<file path="src/hdl/jwrd_pkg.sv">
// Jog wheel report decoder package: report offsets, thresholds, queue record type
// and the wrap-aware tick delta function. No dependencies.
package jwrd_pkg;

    localparam int unsigned JWRD_MAX_REPORT_BYTES = 256;
    localparam int unsigned JWRD_QUEUE_DEPTH      = 2;

    localparam int unsigned JWRD_MIN_REPORT_LEN = 10;
    localparam int unsigned JWRD_OFF_ID         = 0;
    localparam int unsigned JWRD_OFF_TICK_L     = 1;
    localparam int unsigned JWRD_OFF_TICK_R     = 5;
    localparam int unsigned JWRD_OFF_FADER_LO   = 7;
    localparam int unsigned JWRD_OFF_FADER_HI   = 8;
    localparam int unsigned JWRD_OFF_PLAY_B     = 'hc;
    localparam int unsigned JWRD_OFF_PLAY_A     = 'hd;
    localparam int unsigned JWRD_OFF_TOUCH      = 'h11;

    localparam logic [7:0]  JWRD_SHORT_ID   = 8'd1;
    localparam logic [7:0]  JWRD_TICK_HIGH  = 8'd200;
    localparam logic [7:0]  JWRD_TICK_LOW   = 8'd100;
    localparam logic signed [9:0] JWRD_TICK_SPAN = 10'sd256;
    localparam logic [15:0] JWRD_FADER_BIAS = 16'd2048;

    localparam logic JWRD_KIND_SHORT = 1'b0;
    localparam logic JWRD_KIND_LONG  = 1'b1;

    // one completed report, as handed from front to back
    typedef struct packed {
        logic        short_rpt;
        logic [7:0]  tick_l;
        logic [7:0]  tick_r;
        logic [15:0] fader_word;
        logic        start;
        logic [1:0]  touch;
    } jwrd_rec_t;

    function automatic logic signed [9:0] jwrd_tick_delta(input logic [7:0] prev,
                                                          input logic [7:0] now);
        logic signed [9:0] d;
        begin
            d = signed'({2'b00, now}) - signed'({2'b00, prev});
            if (prev >= JWRD_TICK_HIGH && now <= JWRD_TICK_LOW)
            begin
                d = d + JWRD_TICK_SPAN;
            end
            else if (prev <= JWRD_TICK_LOW && now >= JWRD_TICK_HIGH)
            begin
                d = d - JWRD_TICK_SPAN;
            end
            return d;
        end
    endfunction

endpackage

</file>
<file path="src/hdl/jwrd_front.sv">
// Front end: counts report bytes, captures the fields of interest and pushes one
// record per report of at least the minimum length. Depends on jwrd_pkg.
module jwrd_front
    import jwrd_pkg::*;
#(
    parameter int unsigned MAX_REPORT_BYTES = JWRD_MAX_REPORT_BYTES
)
(
    input  logic       clk,
    input  logic       rst_n,
    input  logic       in_valid,
    output logic       in_ready,
    input  logic [7:0] report_byte,
    input  logic       report_end,
    input  logic       q_not_full,
    output logic       q_push,
    output jwrd_rec_t  q_wdata
);

    localparam int unsigned PW = $clog2(MAX_REPORT_BYTES + 1);

    logic [PW-1:0] pos_reg, pos_next;
    logic          short_reg, short_next;
    logic [7:0]    tick_l_reg, tick_l_next;
    logic [7:0]    tick_r_reg, tick_r_next;
    logic [7:0]    flo_reg, flo_next;
    logic [7:0]    fhi_reg, fhi_next;
    logic          play_a_reg, play_a_next;
    logic          play_b_reg, play_b_next;
    logic [1:0]    touch_reg, touch_next;
    logic          accept;

    assign in_ready = q_not_full;
    assign accept   = in_valid & in_ready;

    always_comb
    begin
        pos_next    = pos_reg;
        short_next  = short_reg;
        tick_l_next = tick_l_reg;
        tick_r_next = tick_r_reg;
        flo_next    = flo_reg;
        fhi_next    = fhi_reg;
        play_a_next = play_a_reg;
        play_b_next = play_b_reg;
        touch_next  = touch_reg;
        if (accept)
        begin
            // report start: bytes not yet seen read as zero
            if (pos_reg == '0)
            begin
                short_next  = 1'b0;
                tick_l_next = '0;
                tick_r_next = '0;
                flo_next    = '0;
                fhi_next    = '0;
                play_a_next = 1'b0;
                play_b_next = 1'b0;
                touch_next  = '0;
            end
            if (pos_reg == PW'(JWRD_OFF_ID))       short_next  = (report_byte == JWRD_SHORT_ID);
            if (pos_reg == PW'(JWRD_OFF_TICK_L))   tick_l_next = report_byte;
            if (pos_reg == PW'(JWRD_OFF_TICK_R))   tick_r_next = report_byte;
            if (pos_reg == PW'(JWRD_OFF_FADER_LO)) flo_next    = report_byte;
            if (pos_reg == PW'(JWRD_OFF_FADER_HI)) fhi_next    = report_byte;
            if (pos_reg == PW'(JWRD_OFF_PLAY_A))   play_a_next = report_byte[0];
            if (pos_reg == PW'(JWRD_OFF_PLAY_B))   play_b_next = report_byte[0];
            if (pos_reg == PW'(JWRD_OFF_TOUCH))    touch_next  = report_byte[1:0];

            if (report_end)
            begin
                pos_next = '0;
            end
            else if (pos_reg < PW'(MAX_REPORT_BYTES))
            begin
                pos_next = pos_reg + 1'b1;
            end
        end
    end

    assign q_push = accept && report_end && (pos_reg >= PW'(JWRD_MIN_REPORT_LEN - 1));

    always_comb
    begin
        q_wdata.short_rpt  = short_next;
        q_wdata.tick_l     = tick_l_next;
        q_wdata.tick_r     = tick_r_next;
        q_wdata.fader_word = {fhi_next, flo_next};
        q_wdata.start      = play_a_next | play_b_next;
        q_wdata.touch      = touch_next;
    end

    always_ff @(posedge clk or negedge rst_n)
    begin
        if (!rst_n)
        begin
            pos_reg <= '0;
        end
        else
        begin
            pos_reg <= pos_next;
        end
    end

    always_ff @(posedge clk)
    begin
        short_reg  <= short_next;
        tick_l_reg <= tick_l_next;
        tick_r_reg <= tick_r_next;
        flo_reg    <= flo_next;
        fhi_reg    <= fhi_next;
        play_a_reg <= play_a_next;
        play_b_reg <= play_b_next;
        touch_reg  <= touch_next;
    end

endmodule

</file>
<file path="src/hdl/jwrd_fifo.sv">
// Short record queue between front and back ends.
// Depends on jwrd_pkg for the record type.
module jwrd_fifo
    import jwrd_pkg::*;
#(
    parameter int unsigned DEPTH = JWRD_QUEUE_DEPTH
)
(
    input  logic      clk,
    input  logic      rst_n,
    input  logic      push,
    input  jwrd_rec_t wdata,
    input  logic      pop,
    output jwrd_rec_t rdata,
    output logic      not_empty,
    output logic      not_full
);

    localparam int unsigned AW = (DEPTH > 1) ? $clog2(DEPTH) : 1;
    localparam int unsigned CW = $clog2(DEPTH + 1);

    jwrd_rec_t     mem_reg [DEPTH];
    logic [AW-1:0] wr_ptr_reg, wr_ptr_next;
    logic [AW-1:0] rd_ptr_reg, rd_ptr_next;
    logic [CW-1:0] count_reg, count_next;

    assign not_empty = (count_reg != '0);
    assign not_full  = (count_reg != CW'(DEPTH));
    assign rdata     = mem_reg[rd_ptr_reg];

    always_comb
    begin
        wr_ptr_next = wr_ptr_reg;
        rd_ptr_next = rd_ptr_reg;
        count_next  = count_reg;
        if (push)
        begin
            wr_ptr_next = (wr_ptr_reg == AW'(DEPTH - 1)) ? '0 : wr_ptr_reg + 1'b1;
        end
        if (pop)
        begin
            rd_ptr_next = (rd_ptr_reg == AW'(DEPTH - 1)) ? '0 : rd_ptr_reg + 1'b1;
        end
        if (push && !pop)
        begin
            count_next = count_reg + 1'b1;
        end
        else if (pop && !push)
        begin
            count_next = count_reg - 1'b1;
        end
    end

    always_ff @(posedge clk or negedge rst_n)
    begin
        if (!rst_n)
        begin
            wr_ptr_reg <= '0;
            rd_ptr_reg <= '0;
            count_reg  <= '0;
        end
        else
        begin
            wr_ptr_reg <= wr_ptr_next;
            rd_ptr_reg <= rd_ptr_next;
            count_reg  <= count_next;
        end
    end

    always_ff @(posedge clk)
    begin
        if (push)
        begin
            mem_reg[wr_ptr_reg] <= wdata;
        end
    end

endmodule

</file>
<file path="src/hdl/jwrd_back.sv">
// Back end: applies queued report records to the wheel totals, flags and fader,
// and holds the result beat until taken. Depends on jwrd_pkg.
module jwrd_back
    import jwrd_pkg::*;
(
    input  logic               clk,
    input  logic               rst_n,
    input  logic               q_not_empty,
    input  jwrd_rec_t          q_rdata,
    output logic               q_pop,
    output logic               out_valid,
    input  logic               out_ready,
    output logic               report_kind,
    output logic signed [31:0] left_jog_total,
    output logic signed [31:0] right_jog_total,
    output logic               left_touched,
    output logic               right_touched,
    output logic               start_pressed,
    output logic signed [15:0] crossfader
);

    logic               valid_reg, valid_next;
    logic               kind_reg, kind_next;
    logic [7:0]         prev_l_reg, prev_l_next;
    logic [7:0]         prev_r_reg, prev_r_next;
    logic signed [31:0] total_l_reg, total_l_next;
    logic signed [31:0] total_r_reg, total_r_next;
    logic [1:0]         touch_reg, touch_next;
    logic               start_reg, start_next;
    logic [15:0]        fader_reg, fader_next;
    logic signed [9:0]  delta_l, delta_r;

    assign q_pop   = q_not_empty && (!valid_reg || out_ready);
    assign delta_l = jwrd_tick_delta(prev_l_reg, q_rdata.tick_l);
    assign delta_r = jwrd_tick_delta(prev_r_reg, q_rdata.tick_r);

    always_comb
    begin
        valid_next   = valid_reg;
        kind_next    = kind_reg;
        prev_l_next  = prev_l_reg;
        prev_r_next  = prev_r_reg;
        total_l_next = total_l_reg;
        total_r_next = total_r_reg;
        touch_next   = touch_reg;
        start_next   = start_reg;
        fader_next   = fader_reg;
        if (out_ready)
        begin
            valid_next = 1'b0;
        end
        if (q_pop)
        begin
            valid_next = 1'b1;
            if (q_rdata.short_rpt)
            begin
                kind_next    = JWRD_KIND_SHORT;
                prev_l_next  = q_rdata.tick_l;
                prev_r_next  = q_rdata.tick_r;
                total_l_next = total_l_reg + 32'(delta_l);
                total_r_next = total_r_reg + 32'(delta_r);
                touch_next   = q_rdata.touch;
                start_next   = q_rdata.start;
            end
            else
            begin
                kind_next  = JWRD_KIND_LONG;
                fader_next = q_rdata.fader_word - JWRD_FADER_BIAS;
            end
        end
    end

    always_ff @(posedge clk or negedge rst_n)
    begin
        if (!rst_n)
        begin
            valid_reg   <= 1'b0;
            kind_reg    <= JWRD_KIND_SHORT;
            prev_l_reg  <= '0;
            prev_r_reg  <= '0;
            total_l_reg <= '0;
            total_r_reg <= '0;
            touch_reg   <= '0;
            start_reg   <= 1'b0;
            fader_reg   <= '0;
        end
        else
        begin
            valid_reg   <= valid_next;
            kind_reg    <= kind_next;
            prev_l_reg  <= prev_l_next;
            prev_r_reg  <= prev_r_next;
            total_l_reg <= total_l_next;
            total_r_reg <= total_r_next;
            touch_reg   <= touch_next;
            start_reg   <= start_next;
            fader_reg   <= fader_next;
        end
    end

    assign out_valid       = valid_reg;
    assign report_kind     = kind_reg;
    assign left_jog_total  = total_l_reg;
    assign right_jog_total = total_r_reg;
    assign left_touched    = touch_reg[0];
    assign right_touched   = touch_reg[1];
    assign start_pressed   = start_reg;
    assign crossfader      = signed'(fader_reg);

endmodule

</file>
<file path="src/hdl/jog_wheel_report_decoder_core.sv">
// Top level of the jog wheel report decoder: front end, record queue, back end.
// Depends on jwrd_pkg, jwrd_front, jwrd_fifo and jwrd_back.
//
// Takes one report byte per cycle on the input channel, with report_end on the
// last beat. Each report of 10 bytes or more yields one result beat carrying all
// held values; shorter reports yield nothing. The record enters the queue at the
// edge that takes the last byte and moves into the back end's output register
// once that register is empty or its beat is being taken. Input is stalled only
// when the queue (QUEUE_DEPTH records) is full because results are not being
// taken.
module jog_wheel_report_decoder_core
    import jwrd_pkg::*;
#(
    parameter int unsigned MAX_REPORT_BYTES = JWRD_MAX_REPORT_BYTES,
    parameter int unsigned QUEUE_DEPTH      = JWRD_QUEUE_DEPTH
)
(
    input  logic               clk,
    input  logic               rst_n,
    input  logic               in_valid,
    output logic               in_ready,
    input  logic [7:0]         report_byte,
    input  logic               report_end,
    output logic               out_valid,
    input  logic               out_ready,
    output logic               report_kind,
    output logic signed [31:0] left_jog_total,
    output logic signed [31:0] right_jog_total,
    output logic               left_touched,
    output logic               right_touched,
    output logic               start_pressed,
    output logic signed [15:0] crossfader
);

    logic      q_push;
    logic      q_pop;
    logic      q_not_full;
    logic      q_not_empty;
    jwrd_rec_t q_wdata;
    jwrd_rec_t q_rdata;

    jwrd_front #(
        .MAX_REPORT_BYTES (MAX_REPORT_BYTES)
    ) u_front (
        .clk         (clk),
        .rst_n       (rst_n),
        .in_valid    (in_valid),
        .in_ready    (in_ready),
        .report_byte (report_byte),
        .report_end  (report_end),
        .q_not_full  (q_not_full),
        .q_push      (q_push),
        .q_wdata     (q_wdata)
    );

    jwrd_fifo #(
        .DEPTH (QUEUE_DEPTH)
    ) u_fifo (
        .clk       (clk),
        .rst_n     (rst_n),
        .push      (q_push),
        .wdata     (q_wdata),
        .pop       (q_pop),
        .rdata     (q_rdata),
        .not_empty (q_not_empty),
        .not_full  (q_not_full)
    );

    jwrd_back u_back (
        .clk             (clk),
        .rst_n           (rst_n),
        .q_not_empty     (q_not_empty),
        .q_rdata         (q_rdata),
        .q_pop           (q_pop),
        .out_valid       (out_valid),
        .out_ready       (out_ready),
        .report_kind     (report_kind),
        .left_jog_total  (left_jog_total),
        .right_jog_total (right_jog_total),
        .left_touched    (left_touched),
        .right_touched   (right_touched),
        .start_pressed   (start_pressed),
        .crossfader      (crossfader)
    );

endmodule
</file>
<file path="config.mk">
export PLATFORM = sky130hd
export DESIGN_NAME = jog_wheel_report_decoder_core
export DESIGN_NICKNAME = d
export VERILOG_FILES = /design/src/hdl/jwrd_pkg.sv /design/src/hdl/jwrd_front.sv /design/src/hdl/jwrd_fifo.sv /design/src/hdl/jwrd_back.sv /design/src/hdl/jog_wheel_report_decoder_core.sv
export SDC_FILE = /design/constraint.sdc
export NUM_CORES = 1
export LEC_CHECK = 0
export BUFFER_PORTS_ARGS = -buffer_cell sky130_fd_sc_hd__buf_2
export CORE_MARGIN = 1.5
export CORE_UTILIZATION = 33
export CTS_CLUSTER_DIAMETER = 50
export DETAILED_ROUTE_END_ITERATION = 6
export GPL_TIMING_DRIVEN = 0
export PLACE_DENSITY = 0.47
export SYNTH_ARGS = -nofsm -noshare
export SYNTH_HDL_FRONTEND = slang
export SYNTH_HIERARCHICAL = 1
export SYNTH_SLANG_ARGS = --single-unit
</file>
<file path="constraint.sdc">
create_clock -name clk -period 8.71 [get_ports clk]
set_input_delay 0.4355 -clock clk [delete_from_list [all_inputs] [get_ports clk]]
set_output_delay 0.4355 -clock clk [all_outputs]
set_load 0.02 [all_outputs]
</file>
==> metrics.md <==
| Metric | Value |
|---|---|
| Status | `completed` |
| Clk_lat worst skew | `~0.55 ns` |
| Die outline height | `196 um` |
| DR vias | `roughly 9800` |
| Dpl hpwl | `approximately 25 mm` |
| Core Area | `approximately 37000 um^2` |
| Critical path arrival | `6.12 ns` |
| Minimum clock period | `around 5.7 ns` |
| CP cell instances | `buf_6 -> buf_12 -> mux2_4 -> inv_1 -> ha_1 -> fa_1 -> nor2b_1 -> o21ai_0 -> a21boi_0 -> o21ai_0 -> a21boi_0 -> o21ai_0 -> nand2_1 -> ha_1 -> nor2_1 -> a31oi_1 -> ha_1 -> inv_1 -> a211oi_1 -> a21oi_1 -> or4_1 -> nor4_1 -> a32oi_1 -> xnor2_1` |
| Fin Clk Skew | `approximately 0.037 ns` |
| DR vias/cell | `about 5.3` |
| CTS tree | `yes` |
| Syn_nets | `1280` |
| Die Wd | `196 um` |
| Clock share of power | `approximately 23%` |
| Critical Path Slowest Stage Cell | `or4_1` |
| Sw power | `about 3000 uW` |
| RSZ-0062 raised after global routing | `no` |
| Fin crit share | `about two thirds` |
| Post-synthesis cell type count | `between 90 and 100` |
| Root Buffer | `clkbuf_16` |
| P_int | `3610 uW` |
| Mapped cell area | `between 10000 and 15000 um^2` |
| Routed WL per cell | `between 15 and 20 um` |
| Global route overflow | `0` |
| # Max-Cap Violations | `0` |
| Worst path max stage delay | `between 0.6 and 0.7 ns` |
| Sequential share of power | `a little under a quarter` |
| Syn Inst Count | `1222` |
| Total die area | `roughly 38000 um^2` |
| Clock transition at the registers of the reported paths | `0.05 ns` |
| Initial DRC Count | `600` |
| Final number of setup-violating endpoints | `0` |
| Sw Share | `approximately 46%` |
| DRC | `0` |
| # IOs | `between 90 and 100` |
| # diodes | `0` |
| Post-CTS Setup Inserts | `0` |
| Number of flip-flops in the largest register | `around 70` |
| CP required | `just over 9 ns` |
| Comb power frac | `53.6%` |
| Register bit total from synthesis | `between 200 and 250` |
| Crit path buf inv count | `4` |
| Synth area leader | `dfrtp_1` |
| Syn Area/Cell | `~10 um^2` |
| Pins Over Slew Limit | `0` |
| WS Path Type | `flop to flop` |
| Row count | `70` |
| First-pass GRT wire length | `between 50 and 60 mm` |
| Gpl congestion | `0.931` |
| Crit-path leading delay family | `compound AO/OA/AOI/OAI gates` |
| Fmax | `~180 MHz` |
| CTS HTree Levels | `2` |
| Area grow syn2layout | `19.9%` |
| Share of cells above drive strength 1 | `17.7%` |
| WL final | `approximately 34 mm` |
| Maximum vdd drop | `between 0.00015 and 0.0002 V` |
| Number of flops mapped to enable cells by yosys | `between 70 and 80` |
| Crit. End Element | `flop` |
| Final ANT Viol Nets | `0` |
| Synth cell count leaders | `nand2_1 (157), dfrtp_1 (114), nor2_1 (82), o21ai_0 (79), edfxtp_1 (72)` |
| Starting Density | `between 30% and 40%` |
| CP startpoint kind | `flop` |
| HP Class | `primary input to flop` |
| Largest net degree at the start of global routing | `80` |
| Async SR Flop Fraction | `between 50% and 60%` |
| Port bufs | `between 90 and 100` |
| Top-count cell post-synth | `nand2_1` |
| Pre-Repair DR Iteration Count | `5` |
| Design Power | `roughly 6600 uW` |
| Total track usage | `a little under a fifth` |
| Vias in the first global route | `roughly 9700` |
| Synth warn | `6` |
| Setup TNS | `0 ns` |
| Ys flop type | `dfrtp_1` |
| Top post-synthesis cells by area | `dfrtp_1 (23%), edfxtp_1 (18%), dfxtp_1 (6.0%), nand2_1 (4.8%), ha_1 (4.2%)` |
| Slew margin rel. | `around 36%` |
| Cts bufs inserted | `37` |
| Dpl ws | `3.07 ns` |
| Worst Tran Pin Value | `approximately 0.95 ns` |
| Sink Count | `between 200 and 250` |
| Hold Vio Cnt, Final | `0` |
| Power density over cell area | `about 450 nW/um^2` |
| Final WS setup | `roughly 3 ns` |
| Register area share after synthesis | `approximately 47%` |
| CTS Buffer Depth | `3` |
| Leakage | `slightly above 0.006 uW` |
| Synth top area share | `around a quarter` |
| CP max FO | `10` |
| Fin nets | `between 1000 and 1500` |
| Initial antenna violation count | `0` |
## area by class of cell
class                      count  area [um^2]
sequential                   223         5760
inverter                      51          191
timing repair buffer         101          569
tap                          468          586
buffer                        60          323
clock inverter                23          287
clock buffer                  45          986
multi-input combinational    888         6010
fill                        3633        21900
## routing by layer
layer  track usage [%]  wire (um)  share of wire [%]  vias up
li1                  -          -                  -     4769
met1              25.3      16200                 47     4723
met2              28.8      15600                 45      266
met3              3.35       1720                5.0       62
met4              6.21        865                2.5        0
met5                 0          0                  0        -
## cells in the final DEF, fill, tap and decap left out, types with 30 or more instances in the layout
cell and instances:
nand2_1 157, dfrtp_1 114, buf_2 100, nor2_1 82, o21ai_0 79, edfxtp_1 72
inv_1 51, nor3_1 43, clkbuf_1 42, ha_1 41, a21oi_1 40, xor2_1 40
a22o_1 38, clkbuf_16 37, dfxtp_1 37, xnor2_1 34, nand3_1 30, nand4_1 30
## final timing paths
kind / endpoint / from / depth (start not counted) / slack, ns
max in group asynchronous: u_back/prev_l_reg[3]$_DFFE_PN0P_ / rst_n / 3 / 7.59
setup / recovery: u_back/right_jog_total[30]$_DFFE_PN0P_ / u_fifo/rd_ptr_reg$_DFFE_PN0P_ / 24 / 3.01
hold / removal: u_back/out_valid$_DFFE_PN0P_ / out_ready / 3 / 0.25
min in group asynchronous: u_back/left_jog_total[17]$_DFFE_PN0P_ / rst_n / 2 / 0.38
setup reg to reg: u_back/right_jog_total[30]$_DFFE_PN0P_ / u_fifo/rd_ptr_reg$_DFFE_PN0P_ / 24 / 3.01
hold reg to reg: u_back/report_kind$_DFFE_PN0P_ / u_back/report_kind$_DFFE_PN0P_ / 2 / 0.47
## tightest hold or removal path, stage by stage
cell      delay (ns)
buf_2           0.08
nand2b_1        0.16
nand2b_1        0.07
## metrics by stage
stage / cell area [um^2] / utilization [%] / hold slack [ns] / cells
CTS: 14700 / 40.2 / 0.209 / 1859
global route: 14700 / 40.2 / 0.247 / 1859
global placement: 13300 / 36.4 / 0.452 / 1787
floorplan: 12300 / - / 0.140 / 1222
detailed placement: 13400 / 36.7 / 0.374 / 1790
finish: 14700 / 40.2 / 0.251 / 1859
## cell families after synthesis
family,synth area share (%)
muxes,4.70
and+or+nand+nor,20.1
xor gates and xnor gates,5.28
adders and majority gates,4.83
AOI/OAI and AO/OA,14.0
buffers and inverters,4.19
DFF,46.9
## power by group through the flow
stage | logic, uW | registers [uW] | clock network [uW]
finish | 3560 | 1580 | 1500
global route | 3950 | 1620 | 1600
CTS | 3560 | 1580 | 1550
detailed placement | 3540 | 1600 | 0
global placement | 3540 | 1590 | 0
floorplan | 2400 | 1750 | 0
## repair_timing
| action | in CTS | in global routing |
|---|---|---|
| gates resized for setup | 0 | 0 |
| hold buffers | 1 | 0 |
| hold endpoints to repair | 35 | 0 |
No activity file was read; power rests on OpenSTA's default activity.
